[config.mk]
export PLATFORM = sky130hd
export DESIGN_NAME = matrix_multiply
export DESIGN_NICKNAME = d
export VERILOG_FILES = /design/src/sv/mm_pkg.sv /design/src/sv/matrix_multiply.sv /design/src/sv/mm_ram.sv
export SDC_FILE = /design/constraint.sdc
export NUM_CORES = 2
export LEC_CHECK = 0
export BUFFER_PORTS_ARGS = -buffer_cell sky130_fd_sc_hd__buf_2
export CAP_MARGIN = 30
export CORE_MARGIN = 4
export CORE_UTILIZATION = 40
export DETAILED_ROUTE_END_ITERATION = 8
export PLACE_DENSITY_LB_ADDON = 0.15
export SKIP_CTS_REPAIR_TIMING = 1
export SLEW_MARGIN = 20
export SYNTH_ARGS = -nofsm -noshare
export SYNTH_HDL_FRONTEND = slang
export SYNTH_SLANG_ARGS = --single-unit
[constraint.sdc]
create_clock -name clk_i -period 15.9 [get_ports clk_i]
set_clock_uncertainty 0.05 [all_clocks]
set_input_delay 3.18 -clock clk_i [delete_from_list [all_inputs] [get_ports clk_i]]
set_output_delay 3.18 -clock clk_i [all_outputs]
set_load 0.02 [all_outputs]
[src/sv/mm_pkg.sv]
// Shared types and constants of the matrix multiply block.
`timescale 1ns / 1ps

package mm_pkg;

  // Fixed field widths
  localparam int unsigned FUNC_W    = 2;
  localparam int unsigned COORD_W   = 3;
  localparam int unsigned ELEM_W    = 16;
  localparam int unsigned PROD_W    = 2 * ELEM_W;
  localparam int unsigned SUM_W     = 35;
  localparam int unsigned CFG_W     = 4;
  localparam int unsigned CFG_IDX_W = 2;
  localparam int unsigned S_DATA_W  = 24;
  localparam int unsigned M_DATA_W  = 48;

  // Input item kinds
  typedef enum logic [FUNC_W-1:0] {
    FUNC_WR_A    = 2'd0,
    FUNC_WR_B    = 2'd1,
    FUNC_COMPUTE = 2'd2
  } func_e;

  // Configuration register indexes
  typedef enum logic [CFG_IDX_W-1:0] {
    REG_ROWS_A    = 2'd0,
    REG_INNER_DIM = 2'd1,
    REG_COLS_B    = 2'd2
  } reg_idx_e;

  // Sequencer states
  typedef enum logic [1:0] {
    ST_IDLE,
    ST_MAC,
    ST_WAIT
  } state_e;

endpackage

[src/sv/matrix_multiply.sv]
// Top level of the matrix multiply block: element stores, MAC sequencer, output register.
`timescale 1ns / 1ps

// Usage:
//   Slave channel: each transfer writes one element of A (tuser = write A) or of B
//   (tuser = write B) at row/col, or starts a compute (tuser = compute). Writes
//   with row or col at or above MAX_DIM, and tuser code 3, are dropped.
//   Master channel: a compute sends every element of C = A x B in row-major
//   order; tlast marks the final element. Sum is signed Q19.16, 35 bits.
//   Config port: write rows_a, inner_dim, cols_b only while the block is idle;
//   0 acts as 1 and values above MAX_DIM act as MAX_DIM.
// Timing:
//   A compute walks one read of A and B per cycle for each element of C from
//   two RAMs with registered read data, through a registered multiplier and
//   accumulator, then waits for the sum and a free output register before the
//   next element. s_tready is low while a compute runs.
// Reset and stalls:
//   Reset clears the sequencer and sets each size to 8; store contents are
//   undefined until written. When the receiver stalls, the finished element
//   waits in the output register while the next one is computed, then the
//   sequencer holds until the output register frees.
module matrix_multiply #(
  parameter int unsigned MAX_DIM = 8
) (
  input  logic                                clk_i,
  input  logic                                rst_ni,
  // Slave stream: tdata = row[2:0], col[5:3], value[21:6], zeros above
  input  logic                                s_tvalid_i,
  output logic                                s_tready_o,
  input  logic [mm_pkg::S_DATA_W-1:0]         s_tdata_i,
  // tuser = func[1:0]
  input  logic [mm_pkg::FUNC_W-1:0]           s_tuser_i,
  // Master stream: tdata = out_row[2:0], out_col[5:3], sum[40:6], zeros above
  output logic                                m_tvalid_o,
  input  logic                                m_tready_i,
  output logic [mm_pkg::M_DATA_W-1:0]         m_tdata_o,
  output logic                                m_tlast_o,
  // Configuration write port
  input  logic                                cfg_we_i,
  input  logic [mm_pkg::CFG_IDX_W-1:0]        cfg_idx_i,
  input  logic [mm_pkg::CFG_W-1:0]            cfg_data_i
);

  localparam int unsigned DEPTH = MAX_DIM * MAX_DIM;
  localparam int unsigned AW    = $clog2(DEPTH);
  localparam int unsigned CW    = mm_pkg::COORD_W;
  localparam int unsigned EW    = mm_pkg::ELEM_W;
  localparam int unsigned PW    = mm_pkg::PROD_W;
  localparam int unsigned SW    = mm_pkg::SUM_W;
  localparam int unsigned KW    = mm_pkg::CFG_W;

  // Configuration registers
  logic [KW-1:0] rows_a_q, inner_dim_q, cols_b_q;

  // Sequencer
  mm_pkg::state_e state_q, state_d;
  logic [CW-1:0]  i_q, i_d, j_q, j_d, k_q, k_d;

  // MAC pipeline
  logic                 rd_vld_q, rd_first_q, rd_last_q;
  logic signed [PW-1:0] prod_q;
  logic signed [PW-1:0] prod_d;
  logic                 prod_vld_q, prod_first_q, prod_last_q;
  logic [SW-1:0]        acc_q, acc_d;
  logic                 done_q;

  // Output register
  logic          m_vld_q, m_last_q;
  logic [CW-1:0] m_row_q, m_col_q;
  logic [SW-1:0] m_sum_q;

  // Input fields
  logic [CW-1:0]  in_row, in_col;
  logic [EW-1:0]  in_value;
  mm_pkg::func_e  in_func;
  logic           s_acc, in_range, we_a, we_b, start;
  logic [AW-1:0]  waddr, raddr_a, raddr_b;
  logic [EW-1:0]  rdata_a, rdata_b;

  // Clamped sizes and loop bounds
  logic [KW-1:0] dim_m, dim_n, dim_p;
  logic [CW-1:0] last_m, last_n, last_p;
  logic          issue, out_free, load_out, k_end, j_end, i_end;

  function automatic logic [mm_pkg::CFG_W-1:0] clamp_dim(input logic [mm_pkg::CFG_W-1:0] v);
    logic [mm_pkg::CFG_W-1:0] r;
    if (v == '0) begin
      r = mm_pkg::CFG_W'(1);
    end else if (v > mm_pkg::CFG_W'(MAX_DIM)) begin
      r = mm_pkg::CFG_W'(MAX_DIM);
    end else begin
      r = v;
    end
    return r;
  endfunction

  assign dim_m  = clamp_dim(rows_a_q);
  assign dim_n  = clamp_dim(inner_dim_q);
  assign dim_p  = clamp_dim(cols_b_q);
  assign last_m = CW'(dim_m - KW'(1));
  assign last_n = CW'(dim_n - KW'(1));
  assign last_p = CW'(dim_p - KW'(1));

  // Unpack the input transfer
  assign in_row   = s_tdata_i[CW-1:0];
  assign in_col   = s_tdata_i[2*CW-1:CW];
  assign in_value = s_tdata_i[2*CW+EW-1:2*CW];
  assign in_func  = mm_pkg::func_e'(s_tuser_i);

  assign s_tready_o = (state_q == mm_pkg::ST_IDLE);
  assign s_acc      = s_tvalid_i && s_tready_o;
  assign in_range   = ({1'b0, in_row} < (CW + 1)'(MAX_DIM)) &&
                      ({1'b0, in_col} < (CW + 1)'(MAX_DIM));

  // Decode the input transfer
  always_comb begin
    we_a  = 1'b0;
    we_b  = 1'b0;
    start = 1'b0;
    case (in_func)
      mm_pkg::FUNC_WR_A:    we_a  = s_acc && in_range;
      mm_pkg::FUNC_WR_B:    we_b  = s_acc && in_range;
      mm_pkg::FUNC_COMPUTE: start = s_acc;
      default: begin
        we_a  = 1'b0;
        we_b  = 1'b0;
        start = 1'b0;
      end
    endcase
  end

  assign waddr   = AW'(in_row) * AW'(MAX_DIM) + AW'(in_col);
  assign raddr_a = AW'(i_q) * AW'(MAX_DIM) + AW'(k_q);
  assign raddr_b = AW'(k_q) * AW'(MAX_DIM) + AW'(j_q);

  mm_ram #(.WIDTH(EW), .DEPTH(DEPTH)) u_a_ram (
    .clk_i   (clk_i),
    .we_i    (we_a),
    .waddr_i (waddr),
    .wdata_i (in_value),
    .raddr_i (raddr_a),
    .rdata_o (rdata_a)
  );

  mm_ram #(.WIDTH(EW), .DEPTH(DEPTH)) u_b_ram (
    .clk_i   (clk_i),
    .we_i    (we_b),
    .waddr_i (waddr),
    .wdata_i (in_value),
    .raddr_i (raddr_b),
    .rdata_o (rdata_b)
  );

  assign k_end    = (k_q == last_n);
  assign j_end    = (j_q == last_p);
  assign i_end    = (i_q == last_m);
  assign out_free = !m_vld_q || m_tready_i;

  // Next state
  always_comb begin
    state_d = state_q;
    case (state_q)
      mm_pkg::ST_IDLE: if (start) begin
        state_d = mm_pkg::ST_MAC;
      end
      mm_pkg::ST_MAC: if (k_end) begin
        state_d = mm_pkg::ST_WAIT;
      end
      mm_pkg::ST_WAIT: if (done_q && out_free) begin
        state_d = (i_end && j_end) ? mm_pkg::ST_IDLE : mm_pkg::ST_MAC;
      end
      default: state_d = mm_pkg::ST_IDLE;
    endcase
  end

  // Sequencer outputs and loop counters
  always_comb begin
    issue    = 1'b0;
    load_out = 1'b0;
    i_d      = i_q;
    j_d      = j_q;
    k_d      = k_q;
    case (state_q)
      mm_pkg::ST_IDLE: if (start) begin
        i_d = '0;
        j_d = '0;
        k_d = '0;
      end
      mm_pkg::ST_MAC: begin
        issue = 1'b1;
        k_d   = k_end ? '0 : k_q + CW'(1);
      end
      mm_pkg::ST_WAIT: if (done_q && out_free) begin
        load_out = 1'b1;
        if (j_end) begin
          j_d = '0;
          i_d = i_q + CW'(1);
        end else begin
          j_d = j_q + CW'(1);
        end
      end
      default: begin
        issue    = 1'b0;
        load_out = 1'b0;
      end
    endcase
  end

  // Multiply and accumulate
  assign prod_d = $signed(rdata_a) * $signed(rdata_b);
  assign acc_d  = (prod_first_q ? SW'(0) : acc_q) + {{(SW - PW){prod_q[PW-1]}}, prod_q};

  // Configuration registers
  always_ff @(posedge clk_i or negedge rst_ni) begin
    if (!rst_ni) begin
      rows_a_q    <= KW'(8);
      inner_dim_q <= KW'(8);
      cols_b_q    <= KW'(8);
    end else if (cfg_we_i) begin
      case (mm_pkg::reg_idx_e'(cfg_idx_i))
        mm_pkg::REG_ROWS_A:    rows_a_q    <= cfg_data_i;
        mm_pkg::REG_INNER_DIM: inner_dim_q <= cfg_data_i;
        mm_pkg::REG_COLS_B:    cols_b_q    <= cfg_data_i;
        default: ;
      endcase
    end
  end

  // Control registers
  always_ff @(posedge clk_i or negedge rst_ni) begin
    if (!rst_ni) begin
      state_q    <= mm_pkg::ST_IDLE;
      i_q        <= '0;
      j_q        <= '0;
      k_q        <= '0;
      rd_vld_q   <= 1'b0;
      prod_vld_q <= 1'b0;
      done_q     <= 1'b0;
      m_vld_q    <= 1'b0;
    end else begin
      state_q    <= state_d;
      i_q        <= i_d;
      j_q        <= j_d;
      k_q        <= k_d;
      rd_vld_q   <= issue;
      prod_vld_q <= rd_vld_q;
      // Hold the finished sum until the output register takes it
      if (prod_vld_q && prod_last_q) begin
        done_q <= 1'b1;
      end else if (load_out) begin
        done_q <= 1'b0;
      end
      if (load_out) begin
        m_vld_q <= 1'b1;
      end else if (m_tready_i) begin
        m_vld_q <= 1'b0;
      end
    end
  end

  // Payload registers
  always_ff @(posedge clk_i) begin
    rd_first_q   <= (k_q == '0);
    rd_last_q    <= k_end;
    prod_q       <= prod_d;
    prod_first_q <= rd_first_q;
    prod_last_q  <= rd_last_q;
    if (prod_vld_q) begin
      acc_q <= acc_d;
    end
    if (load_out) begin
      m_row_q  <= i_q;
      m_col_q  <= j_q;
      m_sum_q  <= acc_q;
      m_last_q <= i_end && j_end;
    end
  end

  assign m_tvalid_o = m_vld_q;
  assign m_tlast_o  = m_last_q;
  assign m_tdata_o  = {(mm_pkg::M_DATA_W - SW - 2 * CW)'(0), m_sum_q, m_col_q, m_row_q};

`ifndef ASSERT_OFF
  // An idle sequencer has an empty MAC pipeline
  assert property (@(posedge clk_i) disable iff (!rst_ni)
    (state_q == mm_pkg::ST_IDLE) |-> (!rd_vld_q && !prod_vld_q && !done_q))
    else $error("MAC pipeline busy while idle");

  // No finished sum is pending while reads for the next element issue
  assert property (@(posedge clk_i) disable iff (!rst_ni)
    (state_q == mm_pkg::ST_MAC) |-> !done_q)
    else $error("finished sum pending during MAC walk");

  // Loading the final element returns the sequencer to idle
  assert property (@(posedge clk_i) disable iff (!rst_ni)
    (load_out && i_end && j_end) |=> (state_q == mm_pkg::ST_IDLE))
    else $error("compute did not end after final element");
`endif

endmodule

[src/sv/mm_ram.sv]
// Generic single-write, single-read RAM with registered read data.
`timescale 1ns / 1ps

module mm_ram #(
  parameter int unsigned WIDTH = 16,
  parameter int unsigned DEPTH = 64
) (
  input  logic                     clk_i,
  input  logic                     we_i,
  input  logic [$clog2(DEPTH)-1:0] waddr_i,
  input  logic [WIDTH-1:0]         wdata_i,
  input  logic [$clog2(DEPTH)-1:0] raddr_i,
  output logic [WIDTH-1:0]         rdata_o
);

  logic [WIDTH-1:0] mem_q [DEPTH];
  logic [WIDTH-1:0] rdata_q;

  // Write port
  always_ff @(posedge clk_i) begin
    if (we_i) begin
      mem_q[waddr_i] <= wdata_i;
    end
  end

  // Registered read port
  always_ff @(posedge clk_i) begin
    rdata_q <= mem_q[raddr_i];
  end

  assign rdata_o = rdata_q;

endmodule

==> run_results.csv <==
group,metric,value,unit
global_route,grt_max_degree,109,
floorplanning,core-area,0.2354,mm^2
sta,finalSetupViolCount,0,
logic_synthesis,ys_seq_elements,2220,
floorplanning,io_pins,88,
sta,rsz0062_at_grt,"false",
sta,max_freq,143.3,MHz
clock_tree,clockBufferDepth,3,
logic_synthesis,synthDistinctLibCells,64,
clock_tree,cts_sinks,2220,
layout,seq_area,0.06588,mm^2
sta,hold_viol_final,0,
logic_synthesis,yosys-top-cells-area,"edfxtp_1, mux4_2, fa_1",
sta,holdWs,276.0,ps
critical_path,crit_fanout,16,
place,port_buffers,78,
clock_tree,numCtsBuffers,226,
layout,final_nets,5410,
global_route,grt_busiest_layer,"met2",
logic_synthesis,ys.warnings.count,0,
sta,relSlewSlack,33.34,%
logic_synthesis,synthSimpleGateAreaFrac,3.148,%
sta,tns,0,ps
global_route,grtUsageMet1,27.76,%
logic_synthesis,syn_avg_cell_area,20.20,um^2
global_route,antenna_found_initial,29,
floorplanning,start_util,40.25,%
routing,wl,230800,um
critical_path,critPathKind,"register to register",
logic_synthesis,async_flop_share,1.216,%
clock_tree,cts-root-buf,"clkbuf_16",
clock_tree,clk_pin_slew_worst_paths,60,ps
routing,viasPerCell,5.376,
global_route,grt_use_met2,30.57,%
global_route,grt_pass1_wl,338300,um
logic_synthesis,synth_top_area_share,67.34,%
critical_path,endpoint_kind,"register",
clock_tree,clock_latency,870,ps
hold_path,min_path_type,"register to register",
routing,first_iter_violations,3973,
global_route,grt_usage,19.06,%
place,dpl.hpwl,140000,um
critical_path,critPathLaunchType,"register",
layout,nFillCells,19900,
place,place.gp.congestion,0.7928,
routing,via_count,44780,
routing,drt-pass1-iter-count,5,
floorplanning,die_h,494.7,um
critical_path,cp.arrival,7670,ps
floorplanning,rows,178,
routing,antenna_left,0,
logic_synthesis,synth_compound_area_share,1.194,%
layout,post-route-util,45.58,%
sta,slew_violations,0,
global_route,overflow,0,
floorplanning,die_w,494.7,um
sta,worst_slew_pin_slew,1000,ps
layout,final_cell_mix,"edfxtp_1, mux4_2, inv_1, fa_1, clkbuf_16",
layout,layout_commonest_cell,"edfxtp_1",
logic_synthesis,synthesis.area,0.09475,mm^2
critical_path,required,16590,ps
global_route,grt_use_met3,3.135,%
routing,drc_errors,0,
logic_synthesis,synth_edf_count,2125,
global_route,grt_pass1_vias,46830,
clock_tree,h-tree-depth,4,
logic_synthesis,synth_top_family_by_area,"multiplexers",
logic_synthesis,synth_top_cell_by_area,"edfxtp_1",
layout,drive_above_1_share,25.29,%
sta,setup_ws,8919,ps
logic_synthesis,synth_ff_type,"edfxtp_1",
logic_synthesis,synthCells,4691,
logic_synthesis,synth_xor_area_share,0.7025,%
sta,period_needed,6981,ps
sta,fin_crit_sh,43.90,%
routing,wl_per_cell,27.72,um
logic_synthesis,synth_fa_ha_area_share,7.181,%
logic_synthesis,synth_mux_area_share,16.15,%
place,post-place-ws,8878,ps
run,maxCapViolCount,0,
floorplanning,dieArea,0.2447,mm^2
logic_synthesis,seq_area_frac_synth,69.50,%
clock_tree,cts_tree,"yes",
layout,multiInputGateArea,0.02699,mm^2
status,outcome,"finished clean",
layout,syn2layout_area_growth,13.24,%
-- through the flow --
step | instance area, um^2 | instances
2_1_floorplan | 94780 | 4697
3_3_place_gp | 99840 | 7895
3_5_place_dp | 99960 | 7901
4_1_cts | 107100 | 8317
5_1_grt | 107300 | 8327
6_report | 107300 | 8329
-- worst max-delay path, stage by stage, from the launching register on --
cell	delay, ps
dfxtp_1	790
nand2_1	170
fa_1	570
inv_1	50
fa_1	500
inv_1	50
fa_1	560
inv_1	60
fa_1	470
fa_1	490
inv_1	50
fa_1	470
inv_1	40
ha_1	350
a21oi_1	140
o21ai_0	170
a221o_1	350
a21o_1	210
a31o_1	290
a211o_1	340
o41ai_4	300
mux2i_1	150
nor4b_2	270
-- path summary, 6_finish.rpt --
path                                     from        endpoint  slack, ps  depth (start not counted)
hold / removal                     rd_first_q    prod_first_q        280                          0
setup reg to reg           u_b_ram.rdata_o[7]      prod_q[31]       8920                         22
max in group asynchronous              rst_ni          i_q[0]      12940                          1
setup / recovery           u_b_ram.rdata_o[7]      prod_q[31]       8920                         22
min in group asynchronous              rst_ni  inner_dim_q[2]       2310                          1
hold reg to reg                    rd_first_q    prod_first_q        280                          0
-- cell type report --
type                       instances  area share, %
timing repair buffer             271          2.009
multi-input combinational       1950          25.16
sequential                      2220          61.40
tap                             3150          3.673
antenna                            4       0.009329
clock buffer                     289          5.568
clock inverter                   127          1.074
inverter                         318          1.112
-- sequential cells by signal, summed over array words and instances, names as in the netlist, 2 cells and up --
signal and flops:
acc_q 35, cols_b_q 4, i_q 3, inner_dim_q 4, j_q 3, k_q 3
m_col_q 3, m_row_q 3, m_sum_q 35, prod_q 32, rows_a_q 4, state_q 2
u_a_ram.mem_q 1024, u_a_ram.rdata_o 16, u_b_ram.mem_q 1024, u_b_ram.rdata_o 16
-- per-layer routing --
layer / share of wire [%] / wire (um) / vias to the layer above
li1: - / - / 19060
met1: 44 / 102300 / 24270
met2: 48 / 111300 / 1167
met3: 5.7 / 13250 / 268
met4: 1.7 / 3858 / 10
met5: 0.026 / 61 / -
-- Yosys cell counts, drive strengths merged (5+ instances only) --
cell type     n
o21a          6
nand3b        5
edfxtp     2125
a21oi        51
a211oi        9
mux4        672
o21bai        9
clkbuf      132
dfxtp        68
nor2        187
nor2b        52
ha          123
a21o         18
inv         318
and2        122
nand2b       19
a31oi         6
and3          8
mux2         12
or3           5
nand3        22
o21ai        38
fa          263
o211ai        6
dfrtp        24
xnor2        58
buf          77
nand2       174
nor3          7
xor2         18
-- kinds of logic (layout without fill, tap and decap cells) --
| logic type | count (synthesis) | count (layout) |
|---|---|---|
| flops | 2220 | 2220 |
| mux | 687 | 687 |
| simple gates | 621 | 621 |
| buf+inv | 527 | 1005 |
| fa+ha+maj | 386 | 386 |
| compound gates | 173 | 173 |
| xor+xnor | 76 | 76 |
| other cells | 1 | 11 |
Power is left out: the tool's default activity adds up to more than one toggle a clock period on the data nets, which glitch-free logic cannot reach.
